[src/rtl/core/sorted_interval_cue_table_assert.svh]
// Assertion macros shared by the cue table modules.
`ifndef SORTED_INTERVAL_CUE_TABLE_ASSERT_SVH
`define SORTED_INTERVAL_CUE_TABLE_ASSERT_SVH

// Same-cycle implication, held off while reset is asserted.
`define SICT_ASSERT_NOW(lbl, clk, rst_n, ante, cons) \
    lbl: assert property (@(posedge clk) disable iff (!rst_n) (ante) |-> (cons)) \
        else $error("sict assertion failed");

// Next-cycle implication, held off while reset is asserted.
`define SICT_ASSERT_NEXT(lbl, clk, rst_n, ante, cons) \
    lbl: assert property (@(posedge clk) disable iff (!rst_n) (ante) |=> (cons)) \
        else $error("sict assertion failed");

`endif

[src/rtl/core/sict_pkg.sv]
package sict_pkg;

    localparam int TABLE_DEPTH = 256;
    localparam int TAG_BITS    = 16;

    localparam int TIME_W    = 36;
    localparam int IN_TAG_W  = 16;
    localparam int OUT_CNT_W = 9;
    localparam int IDX_W     = $clog2(TABLE_DEPTH);
    localparam int CNT_W     = $clog2(TABLE_DEPTH + 1);
    localparam int ENTRY_W   = 2 * TIME_W + TAG_BITS;

    typedef enum logic [1:0] {
        ST_INSERTED  = 2'd0,
        ST_FOUND     = 2'd1,
        ST_NOT_FOUND = 2'd2,
        ST_FULL      = 2'd3
    } t_status;

    // controller -> datapath
    typedef struct packed {
        logic    load;    // capture the incoming word
        logic    rd;      // read entry at scan index - 1
        logic    shift;   // move the read entry up to the scan index
        logic    dec;     // step the scan index down
        logic    place;   // write the new interval at the scan index
        logic    emit;    // present a result
        t_status code;
    } t_cmd;

    // datapath -> controller
    typedef struct packed {
        logic is_lookup;
        logic full;
        logic empty;
        logic le;     // read start <= key
        logic hit;    // read entry covers the query time
        logic last;   // scan index is one
    } t_sts;

endpackage

[src/rtl/core/sict_ctrl.sv]
module sict_ctrl (
    input  logic            i_clk,
    input  logic            i_rst_n,
    input  logic            start,
    input  logic            i_action,
    input  sict_pkg::t_sts  i_sts,
    output sict_pkg::t_cmd  o_cmd,
    output logic            busy
);

`include "sorted_interval_cue_table_assert.svh"

    typedef enum logic [1:0] {
        S_IDLE,
        S_READ,
        S_CHECK,
        S_PLACE
    } t_state;

    t_state r_state, n_state;
    logic   r_busy;
    sict_pkg::t_cmd cmd;

    always_comb begin
        n_state  = r_state;
        cmd      = '0;
        cmd.code = sict_pkg::ST_INSERTED;
        unique case (r_state)
            S_IDLE: begin
                if (start) begin
                    cmd.load = 1'b1;
                    if (!i_action) begin
                        if (i_sts.full) begin
                            cmd.emit = 1'b1;
                            cmd.code = sict_pkg::ST_FULL;
                        end else if (i_sts.empty) begin
                            n_state = S_PLACE;
                        end else begin
                            n_state = S_READ;
                        end
                    end else begin
                        if (i_sts.empty) begin
                            cmd.emit = 1'b1;
                            cmd.code = sict_pkg::ST_NOT_FOUND;
                        end else begin
                            n_state = S_READ;
                        end
                    end
                end
            end
            S_READ: begin
                cmd.rd  = 1'b1;
                n_state = S_CHECK;
            end
            S_CHECK: begin
                if (i_sts.is_lookup) begin
                    if (i_sts.hit) begin
                        cmd.emit = 1'b1;
                        cmd.code = sict_pkg::ST_FOUND;
                        n_state  = S_IDLE;
                    end else if (i_sts.last) begin
                        cmd.dec  = 1'b1;
                        cmd.emit = 1'b1;
                        cmd.code = sict_pkg::ST_NOT_FOUND;
                        n_state  = S_IDLE;
                    end else begin
                        cmd.dec = 1'b1;
                        n_state = S_READ;
                    end
                end else begin
                    if (i_sts.le) begin
                        n_state = S_PLACE;
                    end else begin
                        cmd.shift = 1'b1;
                        cmd.dec   = 1'b1;
                        n_state   = i_sts.last ? S_PLACE : S_READ;
                    end
                end
            end
            S_PLACE: begin
                cmd.place = 1'b1;
                cmd.emit  = 1'b1;
                cmd.code  = sict_pkg::ST_INSERTED;
                n_state   = S_IDLE;
            end
            default: n_state = S_IDLE;
        endcase
    end

    always_ff @(posedge i_clk) begin
        if (!i_rst_n) begin
            r_state <= S_IDLE;
            r_busy  <= 1'b0;
        end else begin
            r_state <= n_state;
            r_busy  <= (n_state != S_IDLE);
        end
    end

    assign o_cmd = cmd;
    assign busy  = r_busy;

    `SICT_ASSERT_NEXT(a_read_then_check, i_clk, i_rst_n, r_state == S_READ, r_state == S_CHECK)
    `SICT_ASSERT_NOW(a_busy_tracks_state, i_clk, i_rst_n, 1'b1, busy == (r_state != S_IDLE))
    `SICT_ASSERT_NOW(a_place_not_full, i_clk, i_rst_n, r_state == S_PLACE, !i_sts.full)

endmodule

[config.mk]
export PLATFORM = sky130hd
export DESIGN_NAME = sict_ctrl
export DESIGN_NICKNAME = d
export VERILOG_FILES = /design/src/rtl/core/sict_pkg.sv /design/src/rtl/core/sict_ctrl.sv
export VERILOG_INCLUDE_DIRS = /design/src /design/src/rtl/core
export SDC_FILE = /design/constraint.sdc
export NUM_CORES = 1
export LEC_CHECK = 0
export BUFFER_PORTS_ARGS = -buffer_cell sky130_fd_sc_hd__buf_2
export CAP_MARGIN = 20
export CORE_AREA = 2 2 39 41
export CTS_CLUSTER_SIZE = 8
export DETAILED_ROUTE_END_ITERATION = 7
export DIE_AREA = 0 0 41 43
export GPL_ROUTABILITY_DRIVEN = 0
export PLACE_DENSITY = 0.49
export SLEW_MARGIN = 20
export SYNTH_ARGS = -nofsm -noshare
export SYNTH_HDL_FRONTEND = slang
export SYNTH_SLANG_ARGS = --single-unit
[constraint.sdc]
create_clock -name i_clk -period 0.9 [get_ports i_clk]
set_input_delay 0.18 -clock i_clk [delete_from_list [all_inputs] [get_ports i_clk]]
set_output_delay 0.18 -clock i_clk [all_outputs]
set_load 0.05 [all_outputs]
==> flow_metrics.env <==
export IMPL_nFillCells=142
export IMPL_drt_drc_violations_left=0
export IMPL_via_count=356
export IMPL_post_route_cells_drive_above_1_share=0.806
export IMPL_cell_internal_pwr_uw=543
export IMPL_netlist_top_cells_count="dfxtp_1 (3), nor2_1 (3), nor2b_1 (3)"
export IMPL_sequential_cell_area_um2=66.3
export IMPL_groute_usage_overall=0.101
export IMPL_die_area_um2=1760
export IMPL_timing_setup_tns_ns=-3.85
export IMPL_p_leak_nw=0.296
export IMPL_drtPass1Iterations=4
export IMPL_clock_tree_root_cell="clkbuf_4"
export IMPL_number_of_global_route_vias_before_repair=317
export IMPL_post_synth_edffs=0
export IMPL_placement_io_buffers=18
export IMPL_clock_tree_htree_level_count=1
export IMPL_max_slew_worst_pin_slew_ns=0.372
export IMPL_floorplan_initialDensity=0.180
export IMPL_clk_path_buf_depth=2
export IMPL_clk_pin_slew_worst_paths_ns=0.03
export IMPL_multi_input_comb_area_um2=234
export IMPL_crit_path_end_kind="output pin"
export IMPL_warnings_from_yosys=0
export IMPL_worst_skew_pair_late_latency_ns=0.23
export IMPL_timing_final_setup_violations=11
export IMPL_final_nets=78
export IMPL_design_portCount=19
export IMPL_ys_seq_elements=3
export IMPL_vdd_drop_max_uv=670
export IMPL_post_dp_hpwl_um=584
export IMPL_stdcell_count=83
export IMPL_avgSynthCellArea_um2=8.30
export IMPL_number_of_antenna_violations_at_the_first_check_in_global_routing=0
export IMPL_synth_area_leader_cell="dfxtp_1"
export IMPL_grt_overflow_total=0
export IMPL_layout_setup_ws_ns=-0.449
export IMPL_dieHeight_um=43
export IMPL_skew_ns=0.000925
export IMPL_post_synth_instance_area_um2=249
export IMPL_grt_pass1_wl_mm=1.17
export IMPL_combinationalPowerShare=0.536
export IMPL_final_max_slew_violation_count=0
export IMPL_pin_count_of_the_biggest_net_entering_global_routing=8
export IMPL_clock_sink_count=3
export IMPL_synth_seq_area_share=0.241
export IMPL_max_freq_ghz=0.741
export IMPL_rows=14
export IMPL_syn_nets=40
export IMPL_power_share_clock=0.266
export IMPL_setup_worst_path_start_class="register"
export IMPL_vias_per_cell=4.29
export IMPL_synth_async_reset_ratio=0
export IMPL_cts_tree="yes"
export IMPL_violated_checks="setup timing"
export IMPL_p_switching_uw=331
export IMPL_hold_path_class="in2reg"
export IMPL_power_density_nw_per_um2=1390
export IMPL_crit_required_ns=0.72
export IMPL_synth_cells=30
export IMPL_die_outline_width_um=41
export IMPL_synth_largest_type_area_fraction=0.241
export IMPL_power_share_sequential=0.198
export IMPL_core_area_um2=1380
export IMPL_insertedDiodeCount=0
export IMPL_layout_area_overhead_vs_synth_pct=152
export IMPL_drv_max_cap_violation_count=0
export IMPL_cts_buffers=3
export IMPL_drt_iter0_drc=6
export IMPL_rsz0062_at_grt="true"
export IMPL_critPathArrivalTime_ns=1.17
export IMPL_timing_final_crit_period_ns=1.35
export IMPL_post_route_period_util=1.50
export IMPL_report_final_hold_viol_count=0
export IMPL_synth_area_top_cells="dfxtp_1 (24%), nor2b_1 (7.5%), nor3b_4 (7.5%)"
export IMPL_critical_setup_path_class="reg2out"
export IMPL_cell_count_after_placement=77
export IMPL_ys_types=21
export IMPL_run_status="finished with violations"
export IMPL_crit_path_max_fanout=5
export IMPL_wire_per_inst_um=9.14
export IMPL_totalWireLength_um=759
export IMPL_antenna_left=0
export IMPL_synthFlopType="dfxtp_1"
export IMPL_power_share_switching=0.379
export IMPL_relative_slew_slack=0.749
## metrics by stage
stage	worst slack [ns]	instance area, um2	hold WS, ns	total power, mW	util
after floorplan	-0.640	279	0.338	0.403	-
after global placement	-0.289	487	0.437	0.537	0.352
after detailed placement	-0.308	487	0.437	0.538	0.352
after CTS	-0.445	581	0.197	0.841	0.420
final	-0.449	628	0.201	0.874	0.454
after global routing	-0.503	628	0.232	0.927	0.454
## cell type report
| type | count | area share |
|---|---|---|
| repair buffers | 33 | 0.442 |
| multi-input cells | 26 | 0.373 |
| flip-flops and latches | 3 | 0.106 |
| inverters | 1 | 0.00598 |
| clock buffers | 4 | 0.0418 |
| well taps | 16 | 0.0319 |
## metal layers
layer / track usage / vias to the layer above / wire [um]
met3: 0.0209 / 4 / 51
met1: 0.112 / 152 / 286
met2: 0.147 / 16 / 391
li1: - / 184 / -
met4: 0.100 / 0 / 29
met5: 0 / - / 0
## path summary, 6_finish.rpt
kind,start,to,slack [ns],cells past startpoint
min reg2reg,r_state[1]$_SDFF_PN0_,r_state[1]$_SDFF_PN0_,0.70,3
max,r_state[0]$_SDFF_PN0_,o_cmd[7],-0.45,4
min,i_rst_n,busy$_SDFF_PN0_,0.20,3
max reg2reg,r_state[0]$_SDFF_PN0_,busy$_SDFF_PN0_,-0.27,6
## placed cells by master (no fill, tap or decap), types with 2 or more instances in the layout
cell and instances:
a21oi_2 2, buf_2 9, buf_4 13, buf_6 8
buf_8 3, clkbuf_4 3, dfxtp_2 2, nand2_2 2
nor2_1 3, nor2b_1 2
## worst max-delay path, cell delays in order (launching register included)
cell,delay (ns)
dfxtp_2,0.34
nor3b_4,0.23
buf_4,0.15
buf_6,0.09
buf_8,0.13
## sequential cells by signal (all words and copies together) (netlist names)
signal   count
r_state      2
busy         1
## power groups by stage
stage | Clock [mW] | Combinational [mW] | Sequential, mW
2_1_floorplan | 0 | 0.207 | 0.197
3_3_place_gp | 0 | 0.366 | 0.171
3_5_place_dp | 0 | 0.366 | 0.172
4_1_cts | 0.240 | 0.430 | 0.171
5_1_grt | 0.252 | 0.497 | 0.178
6_report | 0.232 | 0.469 | 0.173
## repair_timing
action                     4_1_cts  5_1_grt
pin swaps                        1        0
gates resized for setup         21        8
setup buffers                    0        2
hold buffers                     0        0
setup endpoints to repair       12       12
## logic make-up after synthesis
| group | after synthesis | synth area share |
|---|---|---|
| AO/OA/AOI/OAI | 9 | 0.271 |
| buffers and inverters | 1 | 0.0151 |
| flip-flops | 3 | 0.241 |
| AND/OR/NAND/NOR | 17 | 0.472 |
Power figures use the tool's default switching activity.
